File: src/hdl/jbp_pkg.sv
// ----------------------------------------------------------------------------
// JPEG bit packer package
// Payload structs for both channels and the front-to-back queue entry.
// ----------------------------------------------------------------------------
`default_nettype none

package jbp_pkg;

  localparam int unsigned NUM_BITS_W = 6;
  localparam int unsigned CODE_W     = 32;
  localparam int unsigned TOTAL_W    = 21;

  // Operation codes of an input item.
  localparam logic OP_APPEND = 1'b0;
  localparam logic OP_FLUSH  = 1'b1;

  localparam logic [7:0] MARKER_BYTE = 8'hFF;
  localparam logic [7:0] STUFF_BYTE  = 8'h00;

  typedef struct packed {
    logic                  op;
    logic [NUM_BITS_W-1:0] num_bits;
    logic [CODE_W-1:0]     code_value;
  } code_item_t;

  typedef struct packed {
    logic [7:0]         out_byte;
    logic               last;
    logic [TOTAL_W-1:0] total_bytes;
  } byte_item_t;

  // Classified work handed from the front end to the packing engine.
  typedef struct packed {
    logic                  flush;
    logic [NUM_BITS_W-1:0] num_bits;
    logic [CODE_W-1:0]     code;
  } work_entry_t;

endpackage

`default_nettype wire

File: src/hdl/jpeg_bit_packer_byte_stuffing_core.sv
// ----------------------------------------------------------------------------
// JPEG bit packer with byte stuffing
// Packs variable-length codes MSB first into scan bytes, follows every 0xFF
// byte with a stuffed 0x00, and pads the last partial byte with ones on flush.
// ----------------------------------------------------------------------------
//
//   Channel  Signals                              Payload
//   code     code_valid / code_ready / code_data  op, num_bits, code_value
//   byte     byte_valid / byte_ready / byte_data  out_byte, last, total_bytes
//
// An append or flush item occupies the packing engine while it loads the
// accumulator and then until its last byte (stuffed zeros included) has
// entered the engine's single byte output register; a short code that
// completes no byte only loads the accumulator.
// A two-entry queue in front of the engine keeps accepting items while the
// engine works or the output is stalled; code_ready drops only when it fills.
// Reset is synchronous and empties the queue, the accumulator and the count.
//
`default_nettype none

module jpeg_bit_packer_byte_stuffing_core #(
  parameter int unsigned MAX_CODE_BITS = 32,
  parameter int unsigned COUNT_BITS    = 21
) (
  input  wire logic                 clk,
  input  wire logic                 rst,
  input  wire logic                 code_valid,
  output logic                      code_ready,
  input  wire jbp_pkg::code_item_t  code_data,
  output logic                      byte_valid,
  input  wire logic                 byte_ready,
  output jbp_pkg::byte_item_t       byte_data
);

  // Work handed from the front end to the engine.
  logic                 work_valid;
  logic                 work_ready;
  jbp_pkg::work_entry_t work_data;

  // The front end saturates the length, clears code bits above it and drops
  // appends of zero bits, since those never change the stream.
  jbp_front #(
    .MAX_CODE_BITS (MAX_CODE_BITS)
  ) u_front (
    .clk        (clk),
    .rst        (rst),
    .code_valid (code_valid),
    .code_ready (code_ready),
    .code_data  (code_data),
    .work_valid (work_valid),
    .work_ready (work_ready),
    .work_data  (work_data)
  );

  // The engine owns the accumulator and the running byte count. A flush with
  // no pending bits is absorbed there without producing a byte.
  jbp_back #(
    .MAX_CODE_BITS (MAX_CODE_BITS),
    .COUNT_BITS    (COUNT_BITS)
  ) u_back (
    .clk        (clk),
    .rst        (rst),
    .work_valid (work_valid),
    .work_ready (work_ready),
    .work_data  (work_data),
    .byte_valid (byte_valid),
    .byte_ready (byte_ready),
    .byte_data  (byte_data)
  );

endmodule

`default_nettype wire

File: src/hdl/jbp_front.sv
// ----------------------------------------------------------------------------
// JPEG bit packer front end
// Accepts items, saturates and masks codes, drops empty appends, and queues
// the remaining work in a two-entry queue for the packing engine.
// ----------------------------------------------------------------------------
`default_nettype none

module jbp_front #(
  parameter int unsigned MAX_CODE_BITS = 32
) (
  input  wire logic                 clk,
  input  wire logic                 rst,
  input  wire logic                 code_valid,
  output logic                      code_ready,
  input  wire jbp_pkg::code_item_t  code_data,
  output logic                      work_valid,
  input  wire logic                 work_ready,
  output jbp_pkg::work_entry_t      work_data
);

  localparam logic [jbp_pkg::NUM_BITS_W-1:0] MAX_N = jbp_pkg::NUM_BITS_W'(MAX_CODE_BITS);

  jbp_pkg::work_entry_t queue [2];
  logic                 wr_ptr;
  logic                 rd_ptr;
  logic [1:0]           fill;

  logic [jbp_pkg::NUM_BITS_W-1:0] n_sat;
  logic [jbp_pkg::CODE_W-1:0]     code_mask;
  logic                           is_flush;
  logic                           push;
  logic                           pop;
  jbp_pkg::work_entry_t           entry;

  assign code_ready = (fill != 2'd2);
  assign is_flush   = (code_data.op == jbp_pkg::OP_FLUSH);
  assign n_sat      = (code_data.num_bits > MAX_N) ? MAX_N : code_data.num_bits;
  assign code_mask  = (n_sat >= jbp_pkg::NUM_BITS_W'(jbp_pkg::CODE_W)) ? '1 :
                      ((jbp_pkg::CODE_W'(1) << n_sat) - jbp_pkg::CODE_W'(1));

  // An append of zero bits has no effect and never enters the queue.
  assign push = code_valid && code_ready && (is_flush || (n_sat != '0));
  assign pop  = work_valid && work_ready;

  always_comb begin
    entry.flush    = is_flush;
    entry.num_bits = is_flush ? '0 : n_sat;
    entry.code     = is_flush ? '0 : (code_data.code_value & code_mask);
  end

  assign work_valid = (fill != 2'd0);
  assign work_data  = queue[rd_ptr];

  always_ff @(posedge clk) begin
    if (rst) begin
      wr_ptr <= 1'b0;
      rd_ptr <= 1'b0;
      fill   <= 2'd0;
    end else begin
      if (push) begin
        queue[wr_ptr] <= entry;
        wr_ptr        <= ~wr_ptr;
      end
      if (pop) begin
        rd_ptr <= ~rd_ptr;
      end
      if (push && !pop) begin
        fill <= fill + 2'd1;
      end else if (pop && !push) begin
        fill <= fill - 2'd1;
      end
    end
  end

endmodule

`default_nettype wire

File: src/hdl/jbp_back.sv
// ----------------------------------------------------------------------------
// JPEG bit packer engine
// Holds the bit accumulator, emits one stream byte per cycle into an output
// register while it is free, and inserts a zero byte after every 0xFF.
// ----------------------------------------------------------------------------
`default_nettype none

module jbp_back #(
  parameter int unsigned MAX_CODE_BITS = 32,
  parameter int unsigned COUNT_BITS    = 21
) (
  input  wire logic                  clk,
  input  wire logic                  rst,
  input  wire logic                  work_valid,
  output logic                       work_ready,
  input  wire jbp_pkg::work_entry_t  work_data,
  output logic                       byte_valid,
  input  wire logic                  byte_ready,
  output jbp_pkg::byte_item_t        byte_data
);

  localparam int unsigned ACC_W  = MAX_CODE_BITS + 7;
  localparam int unsigned PEND_W = $clog2(ACC_W + 1);

  typedef enum logic {
    S_IDLE,
    S_EMIT
  } state_t;

  state_t                 state;
  logic [ACC_W-1:0]       acc;
  logic [PEND_W-1:0]      pending;
  logic                   stuff;
  logic [COUNT_BITS-1:0]  byte_total;

  logic                   out_free;
  logic                   emit;
  logic [PEND_W-1:0]      n_in;
  logic [PEND_W-1:0]      pending_sum;
  logic [PEND_W-1:0]      pending_rem;
  logic [7:0]             data_byte;
  logic [COUNT_BITS-1:0]  byte_total_next;
  logic [31:0]            total_wide;
  logic [ACC_W-1:0]       pad_bits;

  assign out_free    = !byte_valid || byte_ready;
  assign emit        = (state == S_EMIT) && out_free;
  assign work_ready  = (state == S_IDLE);
  assign n_in        = PEND_W'(work_data.num_bits);
  assign pending_sum = pending + n_in;
  assign pending_rem = pending - PEND_W'(8);
  assign data_byte   = 8'(acc >> pending_rem);
  assign pad_bits    = ACC_W'(8'hFF >> pending);

  assign byte_total_next = byte_total + COUNT_BITS'(1);
  assign total_wide      = 32'(byte_total_next);

  always_ff @(posedge clk) begin
    if (rst) begin
      state      <= S_IDLE;
      acc        <= '0;
      pending    <= '0;
      stuff      <= 1'b0;
      byte_total <= '0;
      byte_valid <= 1'b0;
    end else begin
      // A new byte enters the output register whenever the engine emits;
      // otherwise a taken byte leaves it empty.
      if (emit) begin
        byte_valid <= 1'b1;
      end else if (byte_ready) begin
        byte_valid <= 1'b0;
      end
      unique case (state)
        S_IDLE: begin
          if (work_valid) begin
            if (work_data.flush) begin
              // Pad the partial byte with ones and treat it as a full byte.
              if (pending != '0) begin
                acc     <= (acc << (PEND_W'(8) - pending)) | pad_bits;
                pending <= PEND_W'(8);
                state   <= S_EMIT;
              end
            end else begin
              acc     <= (acc << n_in) | ACC_W'(work_data.code);
              pending <= pending_sum;
              if (pending_sum >= PEND_W'(8)) begin
                state <= S_EMIT;
              end
            end
          end
        end
        S_EMIT: begin
          if (out_free) begin
            byte_total            <= byte_total_next;
            byte_data.total_bytes <= total_wide[jbp_pkg::TOTAL_W-1:0];
            if (stuff) begin
              byte_data.out_byte <= jbp_pkg::STUFF_BYTE;
              byte_data.last     <= (pending < PEND_W'(8));
              stuff              <= 1'b0;
              if (pending < PEND_W'(8)) begin
                state <= S_IDLE;
              end
            end else begin
              byte_data.out_byte <= data_byte;
              byte_data.last     <= (data_byte != jbp_pkg::MARKER_BYTE) &&
                                    (pending_rem < PEND_W'(8));
              stuff              <= (data_byte == jbp_pkg::MARKER_BYTE);
              pending            <= pending_rem;
              if ((data_byte != jbp_pkg::MARKER_BYTE) && (pending_rem < PEND_W'(8))) begin
                state <= S_IDLE;
              end
            end
          end
        end
        default: state <= S_IDLE;
      endcase
    end
  end

endmodule

`default_nettype wire

File: config.mk
export PLATFORM = sky130hd
export DESIGN_NAME = jpeg_bit_packer_byte_stuffing_core
export DESIGN_NICKNAME = d
export VERILOG_FILES = /design/src/hdl/jbp_pkg.sv /design/src/hdl/jpeg_bit_packer_byte_stuffing_core.sv /design/src/hdl/jbp_front.sv /design/src/hdl/jbp_back.sv
export SDC_FILE = /design/constraint.sdc
export NUM_CORES = 1
export LEC_CHECK = 0
export BUFFER_PORTS_ARGS = -buffer_cell sky130_fd_sc_hd__buf_4
export CELL_PAD_IN_SITES_DETAIL_PLACEMENT = 0
export CELL_PAD_IN_SITES_GLOBAL_PLACEMENT = 2
export CORE_ASPECT_RATIO = 0.5
export CORE_MARGIN = 10
export CORE_UTILIZATION = 41
export DETAILED_ROUTE_END_ITERATION = 10
export GPL_TIMING_DRIVEN = 1
export PLACE_DENSITY_LB_ADDON = 0.1
export SLEW_MARGIN = 20
export SYNTH_ARGS = -nofsm -noshare
export SYNTH_HDL_FRONTEND = slang
export SYNTH_SLANG_ARGS = --single-unit
File: constraint.sdc
create_clock -name clk -period 7.7 [get_ports clk]
set_clock_uncertainty 0.15 [all_clocks]
set_input_delay 1.54 -clock clk [delete_from_list [all_inputs] [get_ports clk]]
set_output_delay 1.54 -clock clk [all_outputs]
set_load 0.05 [all_outputs]
==> results.txt, run 1 <==
----------------------------------------------------
[Synth]
  Largest area contributor in the netlist ... edfxtp_1
  Most frequently used cell type in the post-synthesis netlist ... nand2_1
  Fraction of the yosys area taken by sequential cells ... 32.0%
  Syn Std Cell Area ... 14,800 µm²
  Number of nets in the synthesized netlist ... 1,585
  Number of synthesis warnings ... 0
  Ranking of synthesized cells by area ... edfxtp_1 22%, mux4_2 16%, dfxtp_1 10%, mux2i_1 7.9%, nand2_1 4.3%
  Number of enable-type register cells in the synthesized netlist ... 108
  Flops & latches, synth ... 182
  Fraction of synthesized cell area taken by the top area cell type ... 21.9%
  Asr flop ratio synth ... 0%
  Cells after Synth ... 1,529
  Most common flop cell mapped by yosys ... edfxtp_1
  Most common library cells after synthesis ... 168 x nand2_1, 145 x nor2_1, 117 x mux2i_1
  Distinct cell type count after synthesis ... 85
  Average size of a mapped cell ... 9.67 µm²

[Detailed routing]
  DR DRC count ... 0
  Initial detailed-routing violation count ... 1,605
  Per-cell via count in the routed design ... 6.45
  Routed via count ... 12,825
  Residual antenna-violating net count after detailed routing ... 0
  Total Wirelength ... 53.2 mm
  Average detailed-routed wire length per instance ... 26.7 µm
  Total iterations of the first detailed-routing run ... 7

[Clock tree]
  Clock latency on the worst-skew pair ... 0.47 ns
  Resize count post-CTS ... 0
  CTS tree ... done
  # Post-CTS Setup Buffers ... 0
  CTS Root Buffer Type ... clkbuf_16
  CTS Buffer Depth ... 2
  Hold Buf Count CTS ... 0
  Number of levels the H-tree was split into ... 4
  Clk sinks ... 182
  Clock buffer count from CTS ... 17
  Clock edge transition at the registers on the reported setup and hold paths ... 0.09 ns

[Die]
  Die area ... 44,500 µm²
  Die Height ... 154 µm
  Die Wd ... 289 µm
  Std-Cell Core Area ... 35,700 µm²
  Site row count ... 49
  Number of top-level design ports ... 75
  Effective utilization at floorplan ... 41.4%

[Timing]
  Final worst setup slack ... 3.10 ns
  Setup-violating endpoint count in the final report ... 0
  Number of hold violations in the final report ... 0
  Worst Tran Pin Value ... 1.17 ns
  Total Negative Setup Slacks ... 0 ns
  Post-route fraction of the period consumed by the critical path ... 59.7%
  Post-Route Hold Slack ... 0.352 ns
  Final critical delay including setup and external delays ... 4.60 ns
  Slew margin rel. ... 20.1%
  RSZ-0062 raised after global routing ... no
  Slew Limit Fails ... 0
  Highest Clock Rate ... 217 MHz

[GRT]
  Largest net degree at the start of global routing ... 63
  Wire length of the first global-routing pass ... 80.9 mm
  Met3 usage in global routing ... 5.00%
  Number of antenna violations at the first check in global routing ... 0
  Met2 Resource Use GR ... 35.7%
  Total track usage ... 23.5%
  Routing usage on met1 ... 32.5%
  Highest-utilization routing layer at the global route stage ... met2
  Total overflow reported by the global router ... 0
  Via count of the first global-routing pass ... 12,617

[Placement]
  Post-DP HPWL ... 37.0 mm
  Setup slack at placement ... 3.12 ns
  I/O Buffers ... 74
  Placed cell area ... 15,500 µm²
  Global placer's final weighted congestion ... 0.919

[Finish]
  Final design area excluding fillers ... 16,100 µm²
  Number of nets in the finished design ... 1,548
  Fraction of layout cells with a size suffix above 1 ... 20.7%
  Number of inserted filler cells in the final layout ... 3,445
  Ant. Diodes ... 0
  Multi-input gate area in the final layout ... 9270 µm²
  Signed area change from the synthesized netlist to the final layout ... 8.59%
  Sequential Area ... 4730 µm²

[Setup path]
  Worst Path Required ... 7.86 ns
  Critical Path Sink Type ... register
  Start point of the critical path ... u_back.pending[0]$_SDFFE_PP0P_
  Maximum fanout along the worst path ... 46
  Slowest cell on the critical path ... a2111oi_0
  Delay of the slowest critical-path stage ... 1.01 ns
  Data arrival time of the critical path ... 4.76 ns
  Type of element launching the critical path ... register
  Worst Path Buf+Inv ... 2
  Type of the setup path with the least slack ... register to register
  Most used cell along the critical path ... mux2i_1
  Launch instance of the worst register-to-register path ... u_back.pending[0]$_SDFFE_PP0P_
  Worst path top cell family by delay ... compound AO/OA/AOI/OAI gates
  Ordered list of cells on the worst path ... inv_1 -> ha_1 -> buf_4 -> mux2i_1 -> mux2i_1 -> nand3_1 -> nor2_1 -> a31o_2 -> a2111oi_0 -> nor4_1

[Power and ir drop]
  Worst vdd rail ir drop ... 0.200 mV
  Power density of the placed cells ... 379 nW/µm²
  Leakage ... 0.00547 µW

[Outcome]
  Run status ... complete, no violations

[Worst hold path]
  Start point of the worst hold path ... u_back.byte_total[1]$_SDFFE_PP0P_
  Class of the most critical hold timing path ... register to register

[Run]
  Number of maximum-capacitance violations ... 0

----------------------------------------------------
## power by group
group / total, µW / leakage, µW / switching [µW] / internal (µW)
Sequential: 1610 / 0.00162 / 407 / 1200
Combinational: 3570 / 0.00358 / 2200 / 1370
Clock: 912 / 0.000280 / 475 / 436
Total: 6090 / 0.00547 / 3090 / 3010
## cell usage in the layout (no fill, tap or decap), types with 35 or more instances in the layout
cell type  count
nor3_1        46
nand3_1       35
nor2_1       144
mux4_2       108
dfxtp_1       70
a21oi_1       97
o21ai_0       70
mux2i_1      114
nand2_1      168
edfxtp_1     108
buf_4        106
## worst register-to-register path: stages (launching register included)
cell and delay (ns):
dfxtp_4 0.63, inv_1 0.52, ha_1 0.47, buf_4 0.51, mux2i_1 0.32, mux2i_1 0.17
nand3_1 0.27, nor2_1 0.07, a31o_2 0.21, a2111oi_0 1.01, nor4_1 0.12
## path summary, 6_finish.rpt
path	to	slack (ns)	cells past startpoint
worst max-delay path	u_back.acc[35]$_SDFFE_PP0P_	3.10	10
worst max register to register	u_back.acc[35]$_SDFFE_PP0P_	3.10	10
worst min register to register	u_back.byte_total[1]$_SDFFE_PP0P_	0.35	2
worst min-delay path	u_back.byte_total[1]$_SDFFE_PP0P_	0.35	2
## cell families after synthesis
| kind of cell | Yosys count | share of synthesized area [%] |
|---|---|---|
| xor+xnor | 55 | 3.31 |
| fa+ha+maj | 13 | 1.15 |
| compound gates | 337 | 15.0 |
| flops | 182 | 32.0 |
| simple gates | 507 | 15.9 |
| buf+inv | 180 | 5.80 |
| mux | 255 | 26.9 |
## sequential cells by signal, indices dropped and copies added (netlist names), 2 cells and up, named ones only
| name | count |
|---|---|
| u_back.byte_total | 21 |
| u_back.pending | 6 |
| u_back.acc | 39 |
| u_back.byte_data | 30 |
| u_front.fill | 2 |
| u_front.queue | 78 |
## routing by layer
layer / vias to the layer above / wire length (µm) / part of all wire, %
met3: 101 / 4510 / 8.5
met4: 0 / 1480 / 2.8
met2: 635 / 23700 / 45
li1: 5712 / - / -
met5: - / 0 / 0
met1: 6377 / 23500 / 44
## through the flow
| step | util, % | power (µW) | cells |
|---|---|---|---|
| after global routing | 44.9 | 6420 | 1988 |
| after CTS | 44.9 | 6020 | 1988 |
| after floorplan | - | 4020 | 1529 |
| after global placement | 43.3 | 5090 | 1957 |
| after detailed placement | 43.3 | 5090 | 1957 |
| final | 44.9 | 6090 | 1988 |
## cell type report
type | instances | area share, %
Clock buffer | 17 | 2.65
Timing Repair Buffer | 106 | 4.96
Multi-Input combinational cell | 1167 | 57.7
Inverter | 18 | 0.421
Sequential cell | 182 | 29.5
Tap cell | 484 | 3.77
Clock inverter | 14 | 0.982
Power figures use the tool's default switching activity.
==> inputs of run 2 (changes only) <==
==> constraint.sdc (replaced) <==
create_clock -name clk -period 4.8 [get_ports clk]
set_clock_uncertainty 0.15 [all_clocks]
set_input_delay 0.96 -clock clk [delete_from_list [all_inputs] [get_ports clk]]
set_output_delay 0.96 -clock clk [all_outputs]
set_load 0.05 [all_outputs]
==> results.txt, run 2 (synthesized netlist as in run 1, its figures left out) <==
----------------------------------------------------
[Setup path]
  Data arrival time of the critical path ... 4.21 ns
  Slack of the worst reg-to-reg path ... 0.75 ns
  Maximum fanout along the worst path ... 20
  Delay of the slowest critical-path stage ... 0.92 ns
  Ordered list of cells on the worst path ... inv_1 -> ha_1 -> buf_4 -> mux2_2 -> o21ai_0 -> a21oi_1 -> a21oi_1 -> o21ai_0 -> a2111oi_0 -> nor4_1
  Worst Path Required ... 4.96 ns
  Critical Path Sink Type ... register
  Worst Reg2Reg Path Length in Cells ... 10
  Worst Path Buf+Inv ... 2
  Slowest cell on the critical path ... a2111oi_0
  Worst path top cell family by delay ... compound AO/OA/AOI/OAI gates
  Type of element launching the critical path ... register
  Type of the setup path with the least slack ... register to register
  Launch instance of the worst register-to-register path ... u_back.pending[0]$_SDFFE_PP0P_
  Endpoint of the worst-slack reg-to-reg timing path ... u_back.acc[36]$_SDFFE_PP0P_

[Die]
  Die Height ... 154 µm
  Std-Cell Core Area ... 35,700 µm²
  Site row count ... 49
  Number of top-level design ports ... 75
  Die area ... 44,500 µm²
  Effective utilization at floorplan ... 41.4%
  Die Wd ... 289 µm

[Placement]
  Post-DP HPWL ... 38.7 mm
  Global placer's final weighted congestion ... 0.943
  I/O Buffers ... 74

[Timing]
  Highest Clock Rate ... 247 MHz
  Setup-violating endpoint count in the final report ... 0
  Number of hold violations in the final report ... 0
  RSZ-0062 raised after global routing ... no
  Final critical delay including setup and external delays ... 4.05 ns
  Worst Tran Pin Value ... 1.03 ns
  Post-route fraction of the period consumed by the critical path ... 84.4%
  Slew margin rel. ... 29.8%
  Total Negative Setup Slacks ... 0 ns
  Slew Limit Fails ... 0

[Clock tree]
  Clock edge transition at the registers on the reported setup and hold paths ... 0.08 ns
  Resize count post-CTS ... 0
  CTS Root Buffer Type ... clkbuf_16
  Clk sinks ... 182
  Clock buffer count from CTS ... 17
  CTS Buffer Depth ... 2
  # Post-CTS Setup Buffers ... 0
  Number of levels the H-tree was split into ... 4
  Clock latency on the worst-skew pair ... 0.48 ns
  Hold Buf Count CTS ... 0
  CTS tree ... done

[Power and ir drop]
  Leakage ... 0.00558 µW
  Power after layout ... 9960 µW
  Worst vdd rail ir drop ... 0.260 mV
  Power density of the placed cells ... 614 nW/µm²

[Worst hold path]
  Start point of the worst hold path ... u_back.byte_total[1]$_SDFFE_PP0P_
  Number of cells traversed by the worst hold path ... 2
  Class of the most critical hold timing path ... register to register
  Worst-case hold path end point ... u_back.byte_total[1]$_SDFFE_PP0P_

[Detailed routing]
  Average detailed-routed wire length per instance ... 27.0 µm
  Residual antenna-violating net count after detailed routing ... 0
  Initial detailed-routing violation count ... 1,175
  Per-cell via count in the routed design ... 6.43
  Total iterations of the first detailed-routing run ... 6
  Routed via count ... 12,887
  DR DRC count ... 0
  Total Wirelength ... 54.0 mm

[GRT]
  Wire length of the first global-routing pass ... 81.7 mm
  Largest net degree at the start of global routing ... 62
  Via count of the first global-routing pass ... 12,571
  Total track usage ... 23.8%
  Number of antenna violations at the first check in global routing ... 0
  Total overflow reported by the global router ... 0

[Finish]
  Fraction of layout cells with a size suffix above 1 ... 21.5%
  Final cell utilization of the core ... 45.4%
  Ant. Diodes ... 0
  Most common cell after layout, fill and taps aside ... nand2_1
  Flip-flop count of the largest register, all copies and words added ... 78
  Number of nets in the finished design ... 1,562
  Register with the highest flop count ... u_front.queue
  Signed area change from the synthesized netlist to the final layout ... 9.76%
  Largest registers ... u_front.queue (78), u_back.acc (39), u_back.byte_data (30)
  Commonest non-fill, non-tap cells in the layout ... 168 x nand2_1, 144 x nor2_1, 118 x buf_4, 114 x mux2i_1

[Run]
  Number of maximum-capacitance violations ... 0

[Outcome]
  Run status ... complete, no violations

----------------------------------------------------
==> run 2: layout make-up <==
cell class / instances / area (µm²)
clock buffers: 17 / 425
clock inverters: 15 / 195
fillers: 3411 / 19500
inverters: 18 / 67.6
multi-input cells: 1167 / 9280
flip-flops and latches: 182 / 4730
well taps: 484 / 606
repair buffers: 120 / 926
==> run 2: report_power, final <==
part	switching [µW]	total, µW	internal [µW]
clock	798	1520	719
sequential	667	2590	1930
combinational	3600	5850	2250
==> run 2: per-stage QoR <==
step | instances | hold WS [ns] | instance area (µm²) | worst slack (ns)
floorplan | 1529 | 0.317 | 14800 | 0.691
global placement | 1971 | 0.336 | 15600 | 0.855
detailed placement | 1971 | 0.340 | 15600 | 0.843
CTS | 2003 | 0.351 | 16200 | 0.818
global route | 2003 | 0.408 | 16200 | 0.571
finish | 2003 | 0.355 | 16200 | 0.750
==> run 2: worst max-delay path by stage <==
stage / start / endpoint / depth (start not counted)
2_1_floorplan: code_data[37] / u_front.queue[1][0]$_DFFE_PP_ / 7
3_3_place_gp: u_back.pending[0]$_SDFFE_PP0P_ / u_back.acc[36]$_SDFFE_PP0P_ / 10
3_5_place_dp: u_back.pending[0]$_SDFFE_PP0P_ / u_back.acc[38]$_SDFFE_PP0P_ / 9
4_1_cts: u_back.pending[0]$_SDFFE_PP0P_ / u_back.acc[38]$_SDFFE_PP0P_ / 9
5_1_grt: u_back.pending[0]$_SDFFE_PP0P_ / u_back.acc[36]$_SDFFE_PP0P_ / 8
6_report: u_back.pending[0]$_SDFFE_PP0P_ / u_back.acc[36]$_SDFFE_PP0P_ / 10
==> run 2: layer usage <==
layer	wire length (µm)	global-route usage (%)	vias to the layer above
met5	0	0	-
met4	1610	8.50	0
met3	4580	4.71	97
met2	23800	36.1	625
met1	24000	33.3	6437
li1	-	-	5728
==> run 2: worst reg2reg max path: stages (launching register included) <==
cell and delay [ns]:
dfxtp_4 0.54, inv_1 0.12, ha_1 0.65, buf_4 0.34, mux2_2 0.36, o21ai_0 0.26
a21oi_1 0.12, a21oi_1 0.21, o21ai_0 0.11, a2111oi_0 0.92, nor4_1 0.11
